`src/design/ffra_pkg.sv`:
```
// Shared types and constants for the first-fit region allocator.
// No dependencies; used by the allocator and the gap unit.
package ffra_pkg;

    localparam int DEF_MAX_BLOCKS = 64;
    localparam int DEF_ADDR_BITS  = 20;

    localparam int FIELD_W   = 20;          // size / address / count fields
    localparam int HDR_W     = 8;           // header register
    localparam int CUR_W     = FIELD_W + 1; // walk cursor: start + length
    localparam int CHG_W     = FIELD_W + 1; // request + header
    localparam int CFG_IDX_W = 2;

    localparam logic [FIELD_W-1:0] POOL_RESET = FIELD_W'(1000000);
    localparam logic [HDR_W-1:0]   HDR_RESET  = HDR_W'(32);

    localparam logic [CFG_IDX_W-1:0] REG_POOL   = CFG_IDX_W'(0);
    localparam logic [CFG_IDX_W-1:0] REG_HEADER = CFG_IDX_W'(1);

    typedef enum logic [1:0] {
        OP_ALLOC = 2'd0,
        OP_FREE  = 2'd1,
        OP_QUERY = 2'd2,
        OP_NONE  = 2'd3
    } t_op;

    typedef enum logic [1:0] {
        STS_OK         = 2'd0,
        STS_NO_SPACE   = 2'd1,
        STS_NOT_ALLOC  = 2'd2,
        STS_TABLE_FULL = 2'd3
    } t_status;

    typedef enum logic [2:0] {
        S_IDLE,
        S_SCAN,
        S_SHIFT_UP,
        S_INSERT,
        S_SHIFT_DN
    } t_state;

    typedef struct packed {
        logic hit;   // gap found (allocate) or address match (free / query)
        logic fits;  // cursor + charge + header stays below the pool end
    } t_unit_flags;

endpackage

```
`src/design/first_fit_region_allocator.sv`:
```
// First-fit region allocator: sorted block table in RAM, walked one entry per
// cycle by a shared compare unit. Table-full, no-funds, address-zero and
// empty-table cases answer straight from idle; else the walk scans entries,
// shifts entries up (allocate) or down (free), and writes a new entry on allocate.
// One request at a time; the next is taken while o_done is high and busy low.
// Receiver cannot stall. Sync active-low reset: empty table, default pool and header.
module first_fit_region_allocator #(
    parameter int MAX_BLOCKS = ffra_pkg::DEF_MAX_BLOCKS,
    parameter int ADDR_BITS  = ffra_pkg::DEF_ADDR_BITS
) (
    input  logic                           i_clk,
    input  logic                           i_rst_n,
    input  logic                           start,
    output logic                           busy,
    input  logic [1:0]                     i_operation,
    input  logic [ffra_pkg::FIELD_W-1:0]   i_req_size,
    input  logic [ffra_pkg::FIELD_W-1:0]   i_address,
    output logic                           o_done,
    output logic [1:0]                     o_status,
    output logic [ffra_pkg::FIELD_W-1:0]   o_block_addr,
    output logic [ffra_pkg::FIELD_W-1:0]   o_block_size,
    output logic [ffra_pkg::FIELD_W-1:0]   o_free_count,
    input  logic                           i_cfg_valid,
    output logic                           o_cfg_ready,
    input  logic [ffra_pkg::CFG_IDX_W-1:0] i_cfg_index,
    input  logic [ffra_pkg::FIELD_W-1:0]   i_cfg_data
);

    localparam int FW = ffra_pkg::FIELD_W;
    localparam int SW = (ADDR_BITS < FW) ? ADDR_BITS : FW;
    localparam int IW = $clog2(MAX_BLOCKS);
    localparam int CW = $clog2(MAX_BLOCKS + 1);
    localparam int EW = SW + FW;
    localparam int CHW = ffra_pkg::CHG_W;
    localparam int CUW = ffra_pkg::CUR_W;

    ffra_pkg::t_state r_state, n_state;
    ffra_pkg::t_op    r_op, n_op;
    logic [FW-1:0]    r_req, n_req;
    logic [SW-1:0]    r_addr, n_addr;
    logic [CHW-1:0]   r_charge, n_charge;
    logic [CUW-1:0]   r_cursor, n_cursor;
    logic [CW-1:0]    r_pos, n_pos;
    logic [CW-1:0]    r_idx, n_idx;
    logic [FW-1:0]    r_len, n_len;
    logic [CW-1:0]    r_count, n_count;
    logic [FW-1:0]    r_free, n_free;
    logic [FW-1:0]    r_pool, n_pool;
    logic [ffra_pkg::HDR_W-1:0] r_header, n_header;

    logic             r_done, n_done;
    ffra_pkg::t_status r_status, n_status;
    logic [FW-1:0]    r_o_addr, n_o_addr;
    logic [FW-1:0]    r_o_size, n_o_size;
    logic [FW-1:0]    r_o_free, n_o_free;

    // RAM port
    logic          ram_we;
    logic [IW-1:0] ram_waddr;
    logic [EW-1:0] ram_wdata;
    logic [IW-1:0] ram_raddr;
    logic [EW-1:0] ram_rdata;
    logic [SW-1:0] rd_start;
    logic [FW-1:0] rd_len;

    // decode
    ffra_pkg::t_op         in_op;
    logic [SW-1:0]         in_addr;
    logic                  addr_zero;
    logic [CHW-1:0]        charge_in;
    logic                  acc_start;
    logic                  cfg_wr;
    logic                  tbl_full;
    logic                  tbl_empty;
    logic                  no_funds;
    logic                  scan_end;
    logic                  last_up;
    logic                  last_dn;
    logic                  shift_dn;
    logic                  is_alloc;
    logic [FW+1:0]         credit;
    logic [FW-1:0]         credit_sat;
    logic [SW-1:0]         new_start;
    ffra_pkg::t_unit_flags uflags;
    logic [CUW-1:0]        next_cursor;

    ffra_ram #(
        .WIDTH (EW),
        .DEPTH (MAX_BLOCKS)
    ) u_table (
        .i_clk   (i_clk),
        .i_we    (ram_we),
        .i_waddr (ram_waddr),
        .i_wdata (ram_wdata),
        .i_raddr (ram_raddr),
        .o_rdata (ram_rdata)
    );

    assign rd_start = ram_rdata[EW-1:FW];
    assign rd_len   = ram_rdata[FW-1:0];

    ffra_gap_unit #(
        .SW (SW)
    ) u_unit (
        .i_find        (!is_alloc),
        .i_start       (rd_start),
        .i_len         (rd_len),
        .i_addr        (r_addr),
        .i_cursor      (r_cursor),
        .i_charge      (r_charge),
        .i_header      (r_header),
        .i_pool        (r_pool),
        .o_flags       (uflags),
        .o_next_cursor (next_cursor)
    );

    assign in_op     = ffra_pkg::t_op'(i_operation);
    assign in_addr   = i_address[SW-1:0];
    assign addr_zero = (in_addr == '0);
    assign charge_in = CHW'(i_req_size) + CHW'(r_header);
    assign acc_start = start && (r_state == ffra_pkg::S_IDLE);
    assign cfg_wr    = i_cfg_valid && o_cfg_ready;
    assign tbl_full  = (r_count == CW'(MAX_BLOCKS));
    assign tbl_empty = (r_count == '0);
    assign no_funds  = CHW'(r_free) < charge_in;
    assign scan_end  = (r_pos == r_count);
    assign last_up   = (r_idx == r_pos);
    assign last_dn   = (r_idx == (r_count - CW'(1)));
    assign shift_dn  = ((r_pos + CW'(1)) < r_count);
    assign is_alloc  = (r_op == ffra_pkg::OP_ALLOC);
    assign new_start = SW'(r_cursor + CUW'(r_header));

    assign credit     = (FW+2)'(r_free) + (FW+2)'(rd_len) + (FW+2)'(r_header);
    assign credit_sat = (credit[FW+1:FW] != '0) ? '1 : credit[FW-1:0];

    // next state
    always_comb begin
        n_state = r_state;
        case (r_state)
            ffra_pkg::S_IDLE: begin
                if (acc_start) begin
                    case (in_op)
                        ffra_pkg::OP_ALLOC: begin
                            if (!tbl_full && !no_funds && !tbl_empty) begin
                                n_state = ffra_pkg::S_SCAN;
                            end
                        end
                        ffra_pkg::OP_FREE, ffra_pkg::OP_QUERY: begin
                            if (!addr_zero && !tbl_empty) begin
                                n_state = ffra_pkg::S_SCAN;
                            end
                        end
                        default: n_state = ffra_pkg::S_IDLE;
                    endcase
                end
            end
            ffra_pkg::S_SCAN: begin
                if (is_alloc) begin
                    if (scan_end) begin
                        n_state = uflags.fits ? ffra_pkg::S_INSERT : ffra_pkg::S_IDLE;
                    end else if (uflags.hit) begin
                        n_state = uflags.fits ? ffra_pkg::S_SHIFT_UP : ffra_pkg::S_IDLE;
                    end
                end else begin
                    if (scan_end) begin
                        n_state = ffra_pkg::S_IDLE;
                    end else if (uflags.hit) begin
                        n_state = (r_op == ffra_pkg::OP_FREE && shift_dn) ?
                                  ffra_pkg::S_SHIFT_DN : ffra_pkg::S_IDLE;
                    end
                end
            end
            ffra_pkg::S_SHIFT_UP: begin
                if (last_up) begin
                    n_state = ffra_pkg::S_INSERT;
                end
            end
            ffra_pkg::S_INSERT: n_state = ffra_pkg::S_IDLE;
            ffra_pkg::S_SHIFT_DN: begin
                if (last_dn) begin
                    n_state = ffra_pkg::S_IDLE;
                end
            end
            default: n_state = ffra_pkg::S_IDLE;
        endcase
    end

    // datapath, RAM control and results
    always_comb begin
        n_op     = r_op;
        n_req    = r_req;
        n_addr   = r_addr;
        n_charge = r_charge;
        n_cursor = r_cursor;
        n_pos    = r_pos;
        n_idx    = r_idx;
        n_len    = r_len;
        n_count  = r_count;
        n_free   = r_free;
        n_pool   = r_pool;
        n_header = r_header;
        n_done   = 1'b0;
        n_status = ffra_pkg::STS_OK;
        n_o_addr = '0;
        n_o_size = '0;
        n_o_free = r_free;
        ram_we    = 1'b0;
        ram_waddr = IW'(r_pos);
        ram_wdata = {new_start, r_req};
        ram_raddr = IW'(r_pos + CW'(1));

        case (r_state)
            ffra_pkg::S_IDLE: begin
                ram_raddr = '0;
                if (acc_start) begin
                    n_op     = in_op;
                    n_req    = i_req_size;
                    n_addr   = in_addr;
                    n_charge = charge_in;
                    n_cursor = '0;
                    n_pos    = '0;
                    n_done   = 1'b1;
                    case (in_op)
                        ffra_pkg::OP_ALLOC: begin
                            if (tbl_full) begin
                                n_status = ffra_pkg::STS_TABLE_FULL;
                            end else if (no_funds) begin
                                n_status = ffra_pkg::STS_NO_SPACE;
                            end else if (tbl_empty) begin
                                // empty pool: block goes right after one header
                                ram_we    = 1'b1;
                                ram_waddr = '0;
                                ram_wdata = {SW'(r_header), i_req_size};
                                n_count   = CW'(1);
                                n_free    = r_free - FW'(charge_in);
                                n_o_addr  = FW'(SW'(r_header));
                                n_o_free  = n_free;
                            end else begin
                                n_done = 1'b0;
                            end
                        end
                        ffra_pkg::OP_FREE, ffra_pkg::OP_QUERY: begin
                            if (addr_zero) begin
                                // address zero names the pool head
                                if (in_op == ffra_pkg::OP_QUERY) begin
                                    n_o_size = r_free;
                                end
                            end else if (tbl_empty) begin
                                n_status = ffra_pkg::STS_NOT_ALLOC;
                            end else begin
                                n_done = 1'b0;
                            end
                        end
                        default: n_status = ffra_pkg::STS_OK;
                    endcase
                end
            end
            ffra_pkg::S_SCAN: begin
                if (is_alloc) begin
                    if (scan_end || uflags.hit) begin
                        if (!uflags.fits) begin
                            n_done   = 1'b1;
                            n_status = ffra_pkg::STS_NO_SPACE;
                        end else if (!scan_end) begin
                            n_idx     = r_count - CW'(1);
                            ram_raddr = IW'(r_count - CW'(1));
                        end
                    end else begin
                        n_cursor = next_cursor;
                        n_pos    = r_pos + CW'(1);
                    end
                end else begin
                    if (scan_end) begin
                        n_done   = 1'b1;
                        n_status = ffra_pkg::STS_NOT_ALLOC;
                    end else if (uflags.hit) begin
                        n_len = rd_len;
                        if (r_op == ffra_pkg::OP_QUERY) begin
                            n_done   = 1'b1;
                            n_o_size = rd_len;
                        end else begin
                            n_free = credit_sat;
                            if (shift_dn) begin
                                n_idx = r_pos + CW'(1);
                            end else begin
                                n_count  = r_count - CW'(1);
                                n_done   = 1'b1;
                                n_o_size = rd_len;
                                n_o_free = credit_sat;
                            end
                        end
                    end else begin
                        n_pos = r_pos + CW'(1);
                    end
                end
            end
            ffra_pkg::S_SHIFT_UP: begin
                // move entry idx to idx+1, top entry first
                ram_we    = 1'b1;
                ram_waddr = IW'(r_idx + CW'(1));
                ram_wdata = ram_rdata;
                ram_raddr = IW'(r_idx - CW'(1));
                if (!last_up) begin
                    n_idx = r_idx - CW'(1);
                end
            end
            ffra_pkg::S_INSERT: begin
                ram_we   = 1'b1;
                n_count  = r_count + CW'(1);
                n_free   = r_free - FW'(r_charge);
                n_done   = 1'b1;
                n_o_addr = FW'(new_start);
                n_o_free = n_free;
            end
            ffra_pkg::S_SHIFT_DN: begin
                // move entry idx to idx-1, lowest entry first
                ram_we    = 1'b1;
                ram_waddr = IW'(r_idx - CW'(1));
                ram_wdata = ram_rdata;
                ram_raddr = IW'(r_idx + CW'(1));
                if (last_dn) begin
                    n_count  = r_count - CW'(1);
                    n_done   = 1'b1;
                    n_o_size = r_len;
                    n_o_free = r_free;
                end else begin
                    n_idx = r_idx + CW'(1);
                end
            end
            default: n_done = 1'b0;
        endcase

        if (cfg_wr) begin
            case (i_cfg_index)
                ffra_pkg::REG_POOL: begin
                    n_pool  = i_cfg_data;
                    n_count = '0;
                    n_free  = i_cfg_data;
                end
                ffra_pkg::REG_HEADER: n_header = i_cfg_data[ffra_pkg::HDR_W-1:0];
                default: n_header = r_header;
            endcase
        end
    end

    always_ff @(posedge i_clk) begin
        if (!i_rst_n) begin
            r_state  <= ffra_pkg::S_IDLE;
            r_count  <= '0;
            r_free   <= ffra_pkg::POOL_RESET;
            r_pool   <= ffra_pkg::POOL_RESET;
            r_header <= ffra_pkg::HDR_RESET;
            r_done   <= 1'b0;
        end else begin
            r_state  <= n_state;
            r_count  <= n_count;
            r_free   <= n_free;
            r_pool   <= n_pool;
            r_header <= n_header;
            r_done   <= n_done;
        end
    end

    always_ff @(posedge i_clk) begin
        r_op     <= n_op;
        r_req    <= n_req;
        r_addr   <= n_addr;
        r_charge <= n_charge;
        r_cursor <= n_cursor;
        r_pos    <= n_pos;
        r_idx    <= n_idx;
        r_len    <= n_len;
        r_status <= n_status;
        r_o_addr <= n_o_addr;
        r_o_size <= n_o_size;
        r_o_free <= n_o_free;
    end

    assign busy         = (r_state != ffra_pkg::S_IDLE);
    assign o_cfg_ready  = (r_state == ffra_pkg::S_IDLE);
    assign o_done       = r_done;
    assign o_status     = r_status;
    assign o_block_addr = r_o_addr;
    assign o_block_size = r_o_size;
    assign o_free_count = r_o_free;

    // a result only follows a request taken or a walk in progress
    a_done_cause: assert property (@(posedge i_clk) disable iff (!i_rst_n)
        o_done |-> $past(start || busy))
        else $error("result strobe without a request in flight");

    a_count_bound: assert property (@(posedge i_clk) disable iff (!i_rst_n)
        r_count <= CW'(MAX_BLOCKS))
        else $error("block count above table depth");

    a_shift_up_order: assert property (@(posedge i_clk) disable iff (!i_rst_n)
        (r_state == ffra_pkg::S_SHIFT_UP) |-> (r_idx >= r_pos) && (r_idx < r_count))
        else $error("insert shift index out of range");

    a_shift_dn_order: assert property (@(posedge i_clk) disable iff (!i_rst_n)
        (r_state == ffra_pkg::S_SHIFT_DN) |-> (r_idx > r_pos) && (r_idx < r_count))
        else $error("remove shift index out of range");

endmodule

```
`src/design/ffra_ram.sv`:
```
// Generic single-write, single-read RAM with registered read data.
// No dependencies.
module ffra_ram #(
    parameter int WIDTH = 40,
    parameter int DEPTH = 64
) (
    input  logic                     i_clk,
    input  logic                     i_we,
    input  logic [$clog2(DEPTH)-1:0] i_waddr,
    input  logic [WIDTH-1:0]         i_wdata,
    input  logic [$clog2(DEPTH)-1:0] i_raddr,
    output logic [WIDTH-1:0]         o_rdata
);

    logic [WIDTH-1:0] r_mem [DEPTH];
    logic [WIDTH-1:0] r_rdata;

    always_ff @(posedge i_clk) begin
        if (i_we) begin
            r_mem[i_waddr] <= i_wdata;
        end
        r_rdata <= r_mem[i_raddr];
    end

    assign o_rdata = r_rdata;

endmodule

```
`src/design/ffra_gap_unit.sv`:
```
// Shared per-entry compare unit: gap test, address match, end-of-pool fit
// and cursor advance. Depends on ffra_pkg.
module ffra_gap_unit #(
    parameter int SW = 20
) (
    input  logic                         i_find,
    input  logic [SW-1:0]                i_start,
    input  logic [ffra_pkg::FIELD_W-1:0] i_len,
    input  logic [SW-1:0]                i_addr,
    input  logic [ffra_pkg::CUR_W-1:0]   i_cursor,
    input  logic [ffra_pkg::CHG_W-1:0]   i_charge,
    input  logic [ffra_pkg::HDR_W-1:0]   i_header,
    input  logic [ffra_pkg::FIELD_W-1:0] i_pool,
    output ffra_pkg::t_unit_flags        o_flags,
    output logic [ffra_pkg::CUR_W-1:0]   o_next_cursor
);

    localparam int DW = ffra_pkg::CUR_W + 1;
    localparam int FW = ffra_pkg::CUR_W + 2;

    logic [DW-1:0] st_x;
    logic [DW-1:0] cur_x;
    logic [DW-1:0] need;
    logic          gap_hit;

    assign st_x  = DW'(i_start);
    assign cur_x = DW'(i_cursor);
    // a gap must exceed the charge plus one more header
    assign need  = DW'(i_charge) + DW'(i_header);

    assign gap_hit = (st_x >= cur_x) && ((st_x - cur_x) > need);

    assign o_flags.hit  = i_find ? (i_start == i_addr) : gap_hit;
    assign o_flags.fits = (FW'(i_cursor) + FW'(need)) < FW'(i_pool);

    assign o_next_cursor = ffra_pkg::CUR_W'(i_start) + ffra_pkg::CUR_W'(i_len);

endmodule
```
`config.mk`:
```
export PLATFORM = sky130hd
export DESIGN_NAME = first_fit_region_allocator
export DESIGN_NICKNAME = d
export VERILOG_FILES = /design/src/design/ffra_pkg.sv /design/src/design/first_fit_region_allocator.sv /design/src/design/ffra_ram.sv /design/src/design/ffra_gap_unit.sv
export SDC_FILE = /design/constraint.sdc
export NUM_CORES = 2
export LEC_CHECK = 0
export ABC_AREA = 1
export BUFFER_PORTS_ARGS = -buffer_cell sky130_fd_sc_hd__buf_2
export CAP_MARGIN = 20
export CORE_MARGIN = 1.5
export CORE_UTILIZATION = 42
export CTS_CLUSTER_DIAMETER = 30
export DETAILED_ROUTE_END_ITERATION = 10
export PLACE_DENSITY_LB_ADDON = 0.15
export SETUP_SLACK_MARGIN = 0.1
export SYNTH_ARGS = -nofsm -noshare
export SYNTH_HDL_FRONTEND = slang
export SYNTH_SLANG_ARGS = --single-unit
```
`constraint.sdc`:
```
create_clock -name i_clk -period 7.8 [get_ports i_clk]
set_clock_uncertainty 0.05 [all_clocks]
set_input_delay 0.78 -clock i_clk [delete_from_list [all_inputs] [get_ports i_clk]]
set_output_delay 0.78 -clock i_clk [all_outputs]
set_load 0.02 [all_outputs]
```
==> After elaboration in Yosys (flattened, before gate mapping) <==
Memory sizes are Yosys's and may differ from the RTL's. A register that Yosys moved wholly into a read port is not among the register bits.
Index checks and enable logic that the tools add are counted.
{ "word_totals": {"latchBits": 0, "mem_bits_rw": 2560, "rom_bits": 0, "in_bits": 68, "memories": 1, "register_bits": 239} }
{ "mem_list": {"columns": ["name", "words", "width", "read_ports", "rd_clocked_by_memory_dff", "write_ports", "line", "text"], "rows": [
  ["u_table.r_mem", 64, 40, 1, 1, 1, "ffra_ram.sv:15", "logic [WIDTH-1:0] r_mem [DEPTH];"]
]} }
{ "classes": {"shift": 0, "add_sub_neg": 15, "div_mod_pow": 0, "n_reduce_logical": 33, "n_eq_ne": 33, "n_mux": 137, "mul": 0, "n_lt_le_gt_ge": 5, "bitwise_logic": 2} }
{ "ops": {"columns": ["cell", "count"], "rows": [
  ["20-bit two-way mux", 27],
  ["40-bit two-way mux", 5],
  ["7-bit two-way mux", 28],
  ["20-bit one-hot mux with 3 select lines", 3],
  ["40-bit one-hot mux with 2 select lines", 1],
  ["21-bit two-way mux", 3],
  ["6-bit two-way mux", 9],
  ["21-bit by 8-bit adder with 22-bit output", 2],
  ["20-bit by 20-bit adder with 21-bit output", 2],
  ["21-bit one-hot mux with 2 select lines", 1],
  ["8-bit two-way mux", 5],
  ["20-bit one-hot mux with 2 select lines", 1],
  ["20-bit subtractor", 2],
  ["3-bit two-way mux", 11],
  ["3-bit != test, second input constant", 11],
  ["7-bit one-hot mux with 4 select lines", 1],
  ["6-bit one-hot mux with 4 select lines", 1],
  ["21-bit by 22-bit adder with 23-bit output", 1],
  ["23-bit by 20-bit less-than comparator with 1-bit output", 1],
  ["1-bit two-way mux", 23],
  ["22-bit > comparator", 1],
  ["20-bit by 21-bit subtractor with 22-bit output", 1],
  ["20-bit by 8-bit adder with 21-bit output", 1],
  ["7-bit by 1-bit adder with 7-bit output, second input constant", 3],
  ["42 further kinds", 81]
]} }

==> Longest topological paths before layout <==
{ "logic_depth": {"ltp_word": 11, "ltp_mapped": 48, "ltp_nobuf": 45} }

==> Cells and area by module <==
Synthesis repeated with hierarchy kept, for this count alone.
{ "hier_totals": {"hier_cells": 11636, "hier_area_um2": 125198.8} }
{ "modules_own_cells": {"columns": ["module", "area_per_inst_um2", "n_inst", "cells_each", "seq_area_each_um2"], "rows": [
  ["ffra_ram", 103131.4, 1, 8453, 77674.5],
  ["first_fit_region_allocator", 16530.9, 1, 2247, 5965.7],
  ["ffra_gap_unit", 5536.6, 1, 936, 0.0]
]} }

==> Least setup slack after synthesis <==
OpenSTA, ideal clock, no wires.
{ "synth_timing": {"path_type": "input port to flip-flop", "start": "in i_req_size[2] (netlist bit)", "end": "mem u_table.r_mem[34][0] (enable)", "setup_ns": 0.487, "setup_slack_ns": -0.577, "arrival_time_ns": 7.840, "t_required_ns": 7.263, "stages": 35, "n_path_buf": 0, "path_cell_list": "ha_1 > nand3_1 > nand2_1 > a21oi_1 > o21ai_0 > a21oi_1 > o21ai_0 > nand2_1 > a21oi_1 > nand2_1 > inv_1 > nand2_1 > nor2_1 > nand4_1 > nor2_1 > xor2_1 > ha_1 > nand2_1 > nor3_1 > nand3_1 > nand3_1 > nand2_1 > nand2_1 > nand2_1 > inv_2 > nand3_2 > nand2_2 > inv_1 > nor2_4 > inv_1 > a21oi_1 > inv_1 > nor2_1 > nand3_1 > nor3_1"} }
{ "synth_via": {"elab_chain_cells": 9, "elab_cells_between_ends": 14, "cone_classes": "add/sub: 1; order compare: 1; mux: 12"} }
{ "synth_rtl": {"columns": ["item", "line", "text"], "rows": [
  ["from (decl)", "first_fit_region_allocator.sv:16", "input logic [ffra_pkg::FIELD_W-1:0] i_req_size,"],
  ["20-bit by 8-bit adder with 21-bit output (*)", "first_fit_region_allocator.sv:120", "assign charge_in = CHW'(i_req_size) + CHW'(r_header);"],
  ["20-bit by 21-bit less-than comparator with 1-bit output (*)", "first_fit_region_allocator.sv:125", "assign no_funds = CHW'(r_free) < charge_in;"],
  ["1-bit two-way mux", "first_fit_region_allocator.sv:227", "end else if (no_funds) begin"],
  ["1-bit two-way mux", "first_fit_region_allocator.sv:225", "if (tbl_full) begin"],
  ["1-bit two-way mux", "first_fit_region_allocator.sv:223", "case (in_op)"],
  ["1-bit two-way mux", "first_fit_region_allocator.sv:215", "if (acc_start) begin"],
  ["1-bit one-hot mux with 2 select lines", "first_fit_region_allocator.sv:212", "case (r_state)"],
  ["1-bit two-way mux", "ffra_ram.sv:19", "if (i_we) begin"],
  ["1-bit two-way mux (not written as such)", "ffra_ram.sv:20", "r_mem[i_waddr] <= i_wdata;"],
  ["to (decl)", "ffra_ram.sv:15", null]
]} }
Mark *: on every way between the ends. The rest lies on a longest branch, timed or not.

==> Worst setup path in the final report <==
{ "layout_timing": {"start": "reg u_table.r_rdata[20] (netlist: u_table.o_rdata[20]), read port of u_table.r_mem", "end": "reg u_table.r_rdata[13] (netlist: u_table.o_rdata[13]), read port of u_table.r_mem"} }
{ "layout_via": {"elab_chain_cells": 8, "elab_cells_between_ends": 10, "cone_classes": "add/sub: 1; order compare: 2; eq/ne: 1; mux: 4; reduce/logical: 2"} }
{ "layout_rtl": {"columns": ["item", "line", "text"], "rows": [
  ["from (decl)", "ffra_ram.sv:16", "logic [WIDTH-1:0] r_rdata;"],
  ["20-bit by 21-bit subtractor with 22-bit output", "ffra_gap_unit.sv:31", "assign gap_hit = (st_x >= cur_x) && ((st_x - cur_x) > need);"],
  ["22-bit > comparator", "ffra_gap_unit.sv:31", null],
  ["1-bit logical AND", "ffra_gap_unit.sv:31", null],
  ["1-bit two-way mux (*)", "ffra_gap_unit.sv:33", "assign o_flags.hit = i_find ? (i_start == i_addr) : gap_hit;"],
  ["1-bit logical OR (*)", "first_fit_region_allocator.sv:260", "if (scan_end || uflags.hit) begin"],
  ["6-bit two-way mux (*)", "first_fit_region_allocator.sv:260", null],
  ["6-bit two-way mux (*)", "first_fit_region_allocator.sv:259", "if (is_alloc) begin"],
  ["6-bit one-hot mux with 4 select lines (*)", "first_fit_region_allocator.sv:212", null]
]} }
Marked as above.
A chain may end at the register's enable or synchronous reset.

==> metrics.txt <==
Mapped Cells 12700; share of layout cells above drive strength 1 15.1%; VDD IR-drop max 0.000356 V; crit-path most repeated cell nand2_1; core area 312000 um^2; later-pin clock latency in the skew report 1030 ps; hpwl dp 290 mm; initial antenna violation count 21; Root Driver clkbuf_16; Detail Route Antenna Nets 0; register area share after synthesis 63.5%; Power Dens Cells 476 nW/um^2; largest net degree at the start of global routing 189; row count 205; gpl congestion 0.931; Pins Over Slew Limit 0; Crit. path cell count 42; Worst Path Arrival 8180 ps; Worst Setup SP u_table.o_rdata[20]$_DFF_P_; Async SR Flop Fraction 0%; P_leak 0.0677 uW; syn_nets 13000; FF-to-FF setup slack 470 ps; worst hold margin 43.7 ps; Relative slew margins 24.5%; Setup violations, final 0; Die Wd 563 um; Worst R2R Path Depth 42; DR iter-0 viols 10800; setup_tns 0 ps; H-tree lvl count 6; top cell type's share of synthesized area 61.1%; most area-hungry cell type in the Yosys netlist edfxtp_1; RSZ-0062 raised after global routing true; CP Capture Type register; DRC violations left 0; CTS tree built; Vert. Die Dim 563 um; Filler cells 27100; CP bufs+invs 8; Critical Path Sink u_table.o_rdata[13]$_DFF_P_; RR Endpoint u_table.o_rdata[13]$_DFF_P_; post-synthesis simple-gate area fraction 23.4%; dpl ws -151 ps; Vias/cell 5.54; Synth cell types 62; die area 317000 um^2; post-synthesis adder-cell area fraction 2.29%; transition time of the tightest slew-check pin 1130 ps; Hold Vio Cnt, Final 0; Total GRT Usage 28.4%; CP top delay family simple AND/OR/NAND/NOR gates; CP required 8650 ps; synthesized area per cell 10.3 um^2; Synth Area in Compound Gates 3.02%; Post-Route WL 460 mm; first-pass GRT wire length 669 mm; critical path's slowest cell dfxtp_1; nets@finish 13900; area delta synth->final 26.1%; drt pass-1 iters 5; Seq cells post-synth 2839; Initial Util 42.2%; Crit Path Class reg -> reg; clk buf depth 4; final worst slack 467 ps; largest family of logic cells by synthesized area simple AND/OR/NAND/NOR gates; Num CTS Buffers 617; CP startpoint kind register; number of flops mapped to enable cells by yosys 2678; Synth area leaders edfxtp_1 (61%), nand3_1 (11%), nand2_1 (10%); Main synth FF type edfxtp_1; r2r startpoint u_table.o_rdata[20]$_DFF_P_; post-synthesis xor/xnor area fraction 1.06%; worst hold path type in -> reg; period utilization 94.0%; minimum clock period 7330 ps; Max-Cap Viols 0; Max Freq 136 MHz; Top-Level Pins 133; PortBufs 132; Yosys Warn Count 0; number of global-route vias before repair 98800; mux share of post-synthesis cell area 0%; outcome finished clean; CTS clock-pin slew for the worst setup and hold paths 50 ps; CP max FO 12; grt ovf 0; DR WL/cell 25.2 um; Via Count 101000; Slowest Stage Delay on Critical Path 610 ps; clk sink count 2839; Post-Synthesis Cell Area 132000 um^2
==> worst reg2reg max path: cells and delay by family, from the launching register on <==
kind / cells / cell delay [ps]
compound gates: 13 / 2230
fa+ha+maj: 2 / 540
buf+inv: 8 / 1260
flops: 1 / 610
simple gates: 19 / 2510
==> synthesized netlist by cell type (15+ instances only) <==
cell type  number
buf_2         177
nand3_1      2865
xnor2_1        53
ha_1          214
o21ai_0       211
xor2_1        106
a21oi_1       246
o21bai_1       20
o22ai_1        18
nand3b_1      162
o211ai_1       42
buf_6         204
inv_1        1043
buf_1          45
o221ai_1       29
clkbuf_1      290
a22oi_1        24
fa_1           17
edfxtp_1     2678
nor3_1         41
nand4_1        30
o21a_1         15
nand2_1      3589
dfxtp_1       161
nor2_1        254
buf_4          49
==> report_power, final <==
group | internal (uW) | total [uW] | switching [uW]
Clock | 17600 | 26400 | 8860
Sequential | 20000 | 20900 | 819
Combinational | 10300 | 31700 | 21400
Total | 48000 | 79000 | 31100
==> layout by cell type (no fill, tap or decap), types with 24 or more instances in the layout <==
| cell | netlist | layout |
|---|---|---|
| inv_1 | 1043 | 1040 |
| clkinv_2 | 1 | 72 |
| xor2_1 | 106 | 106 |
| dfxtp_1 | 161 | 161 |
| bufinv_16 | 0 | 81 |
| o211ai_1 | 42 | 42 |
| edfxtp_1 | 2678 | 2678 |
| nor2_4 | 4 | 64 |
| buf_12 | 0 | 321 |
| nor3_1 | 41 | 32 |
| inv_6 | 0 | 40 |
| clkbuf_16 | 0 | 631 |
| nor2_1 | 254 | 190 |
| nand2_1 | 3589 | 3586 |
| nand4_1 | 30 | 30 |
| buf_4 | 49 | 498 |
| nand3_1 | 2865 | 2833 |
| buf_2 | 177 | 132 |
| clkinv_4 | 0 | 40 |
| ha_1 | 214 | 213 |
| a21oi_1 | 246 | 243 |
| a22oi_1 | 24 | 24 |
| clkbuf_1 | 290 | 69 |
| o21ai_0 | 211 | 194 |
| xnor2_1 | 53 | 53 |
| o221ai_1 | 29 | 27 |
| clkinv_1 | 6 | 98 |
| dlygate4sd3_1 | 0 | 44 |
| clkinvlp_4 | 0 | 51 |
| nand3b_1 | 162 | 162 |
| nand3_2 | 2 | 26 |
==> how the worst min path moves through the flow <==
stage	startpoint	endpoint	cells past startpoint
2_1_floorplan	r_len[0]$_DFFE_PP_	o_block_size[0]$_DFF_P_	2
3_3_place_gp	r_len[0]$_DFFE_PP_	o_block_size[0]$_DFF_P_	2
3_5_place_dp	r_len[0]$_DFFE_PP_	o_block_size[0]$_DFF_P_	2
4_1_cts	i_cfg_data[1]	r_header[1]$_SDFFE_PN0P_	3
5_1_grt	i_cfg_data[14]	r_pool[14]$_SDFFE_PN1P_	3
6_report	i_cfg_data[14]	r_pool[14]$_SDFFE_PN1P_	3
==> metrics by stage <==
step,area [um^2],total power [uW],util (%),std cells
floorplan,132000,38700,-,12700
global placement,144000,51800,46.1,17100
detailed placement,144000,52000,46.1,17100
CTS,166000,78700,53.1,18200
global route,166000,82700,53.3,18300
finish,166000,79000,53.3,18300
==> state kept, by name (all words and copies together) (netlist names) <==
register and count:
u_table.r_mem 2560, u_table.o_rdata 40, r_charge 21, r_cursor 21
o_block_addr 20, o_block_size 20, o_free_count 20, r_addr 20
r_free 20, r_len 20, r_pool 20, r_req 20
r_header 8, r_count 7, r_idx 7, r_pos 7
r_state 3, o_status 2, r_op 2, o_done 1
==> layer usage <==
layer  up-vias  share of wire, %  track usage (%)
met1     49900                42             38.8
met5         -            0.0074                0
met4         6               3.6             9.94
met3       859               7.5             4.32
met2      4537                47             46.1
li1      46000                 -                -
==> cells by family after synthesis <==
kind of cell,Yosys count
flip-flops,2839
AND/OR/NAND/NOR,7011
XOR/XNOR,159
buffers and inverters,1826
adder cells (fa/ha/maj),231
AO/OA/AOI/OAI,677
==> final cells by class <==
type / count / area (um^2) / share of cell area [%]
well taps: 4140 / 5180 / 3.12
clock buffers: 707 / 16100 / 9.69
repair buffers: 1012 / 11600 / 6.99
multi-input cells: 8079 / 40300 / 24.3
flip-flops and latches: 2839 / 83600 / 50.4
clock inverters: 421 / 5260 / 3.17
inverters: 1060 / 4010 / 2.41
diodes: 6 / 15.0 / 0.00904
==> timing repair <==
item / 4_1_cts / 5_1_grt
hold buffers: 44 / 0
cloned: 0 / 6
setup endpoints to repair: 10 / 1706
hold endpoints to repair: 47 / 0
pin swaps: 0 / 8
resized for setup: 11 / 52
buffers inserted: 0 / 11
No activity file was read; power rests on OpenSTA's default activity.
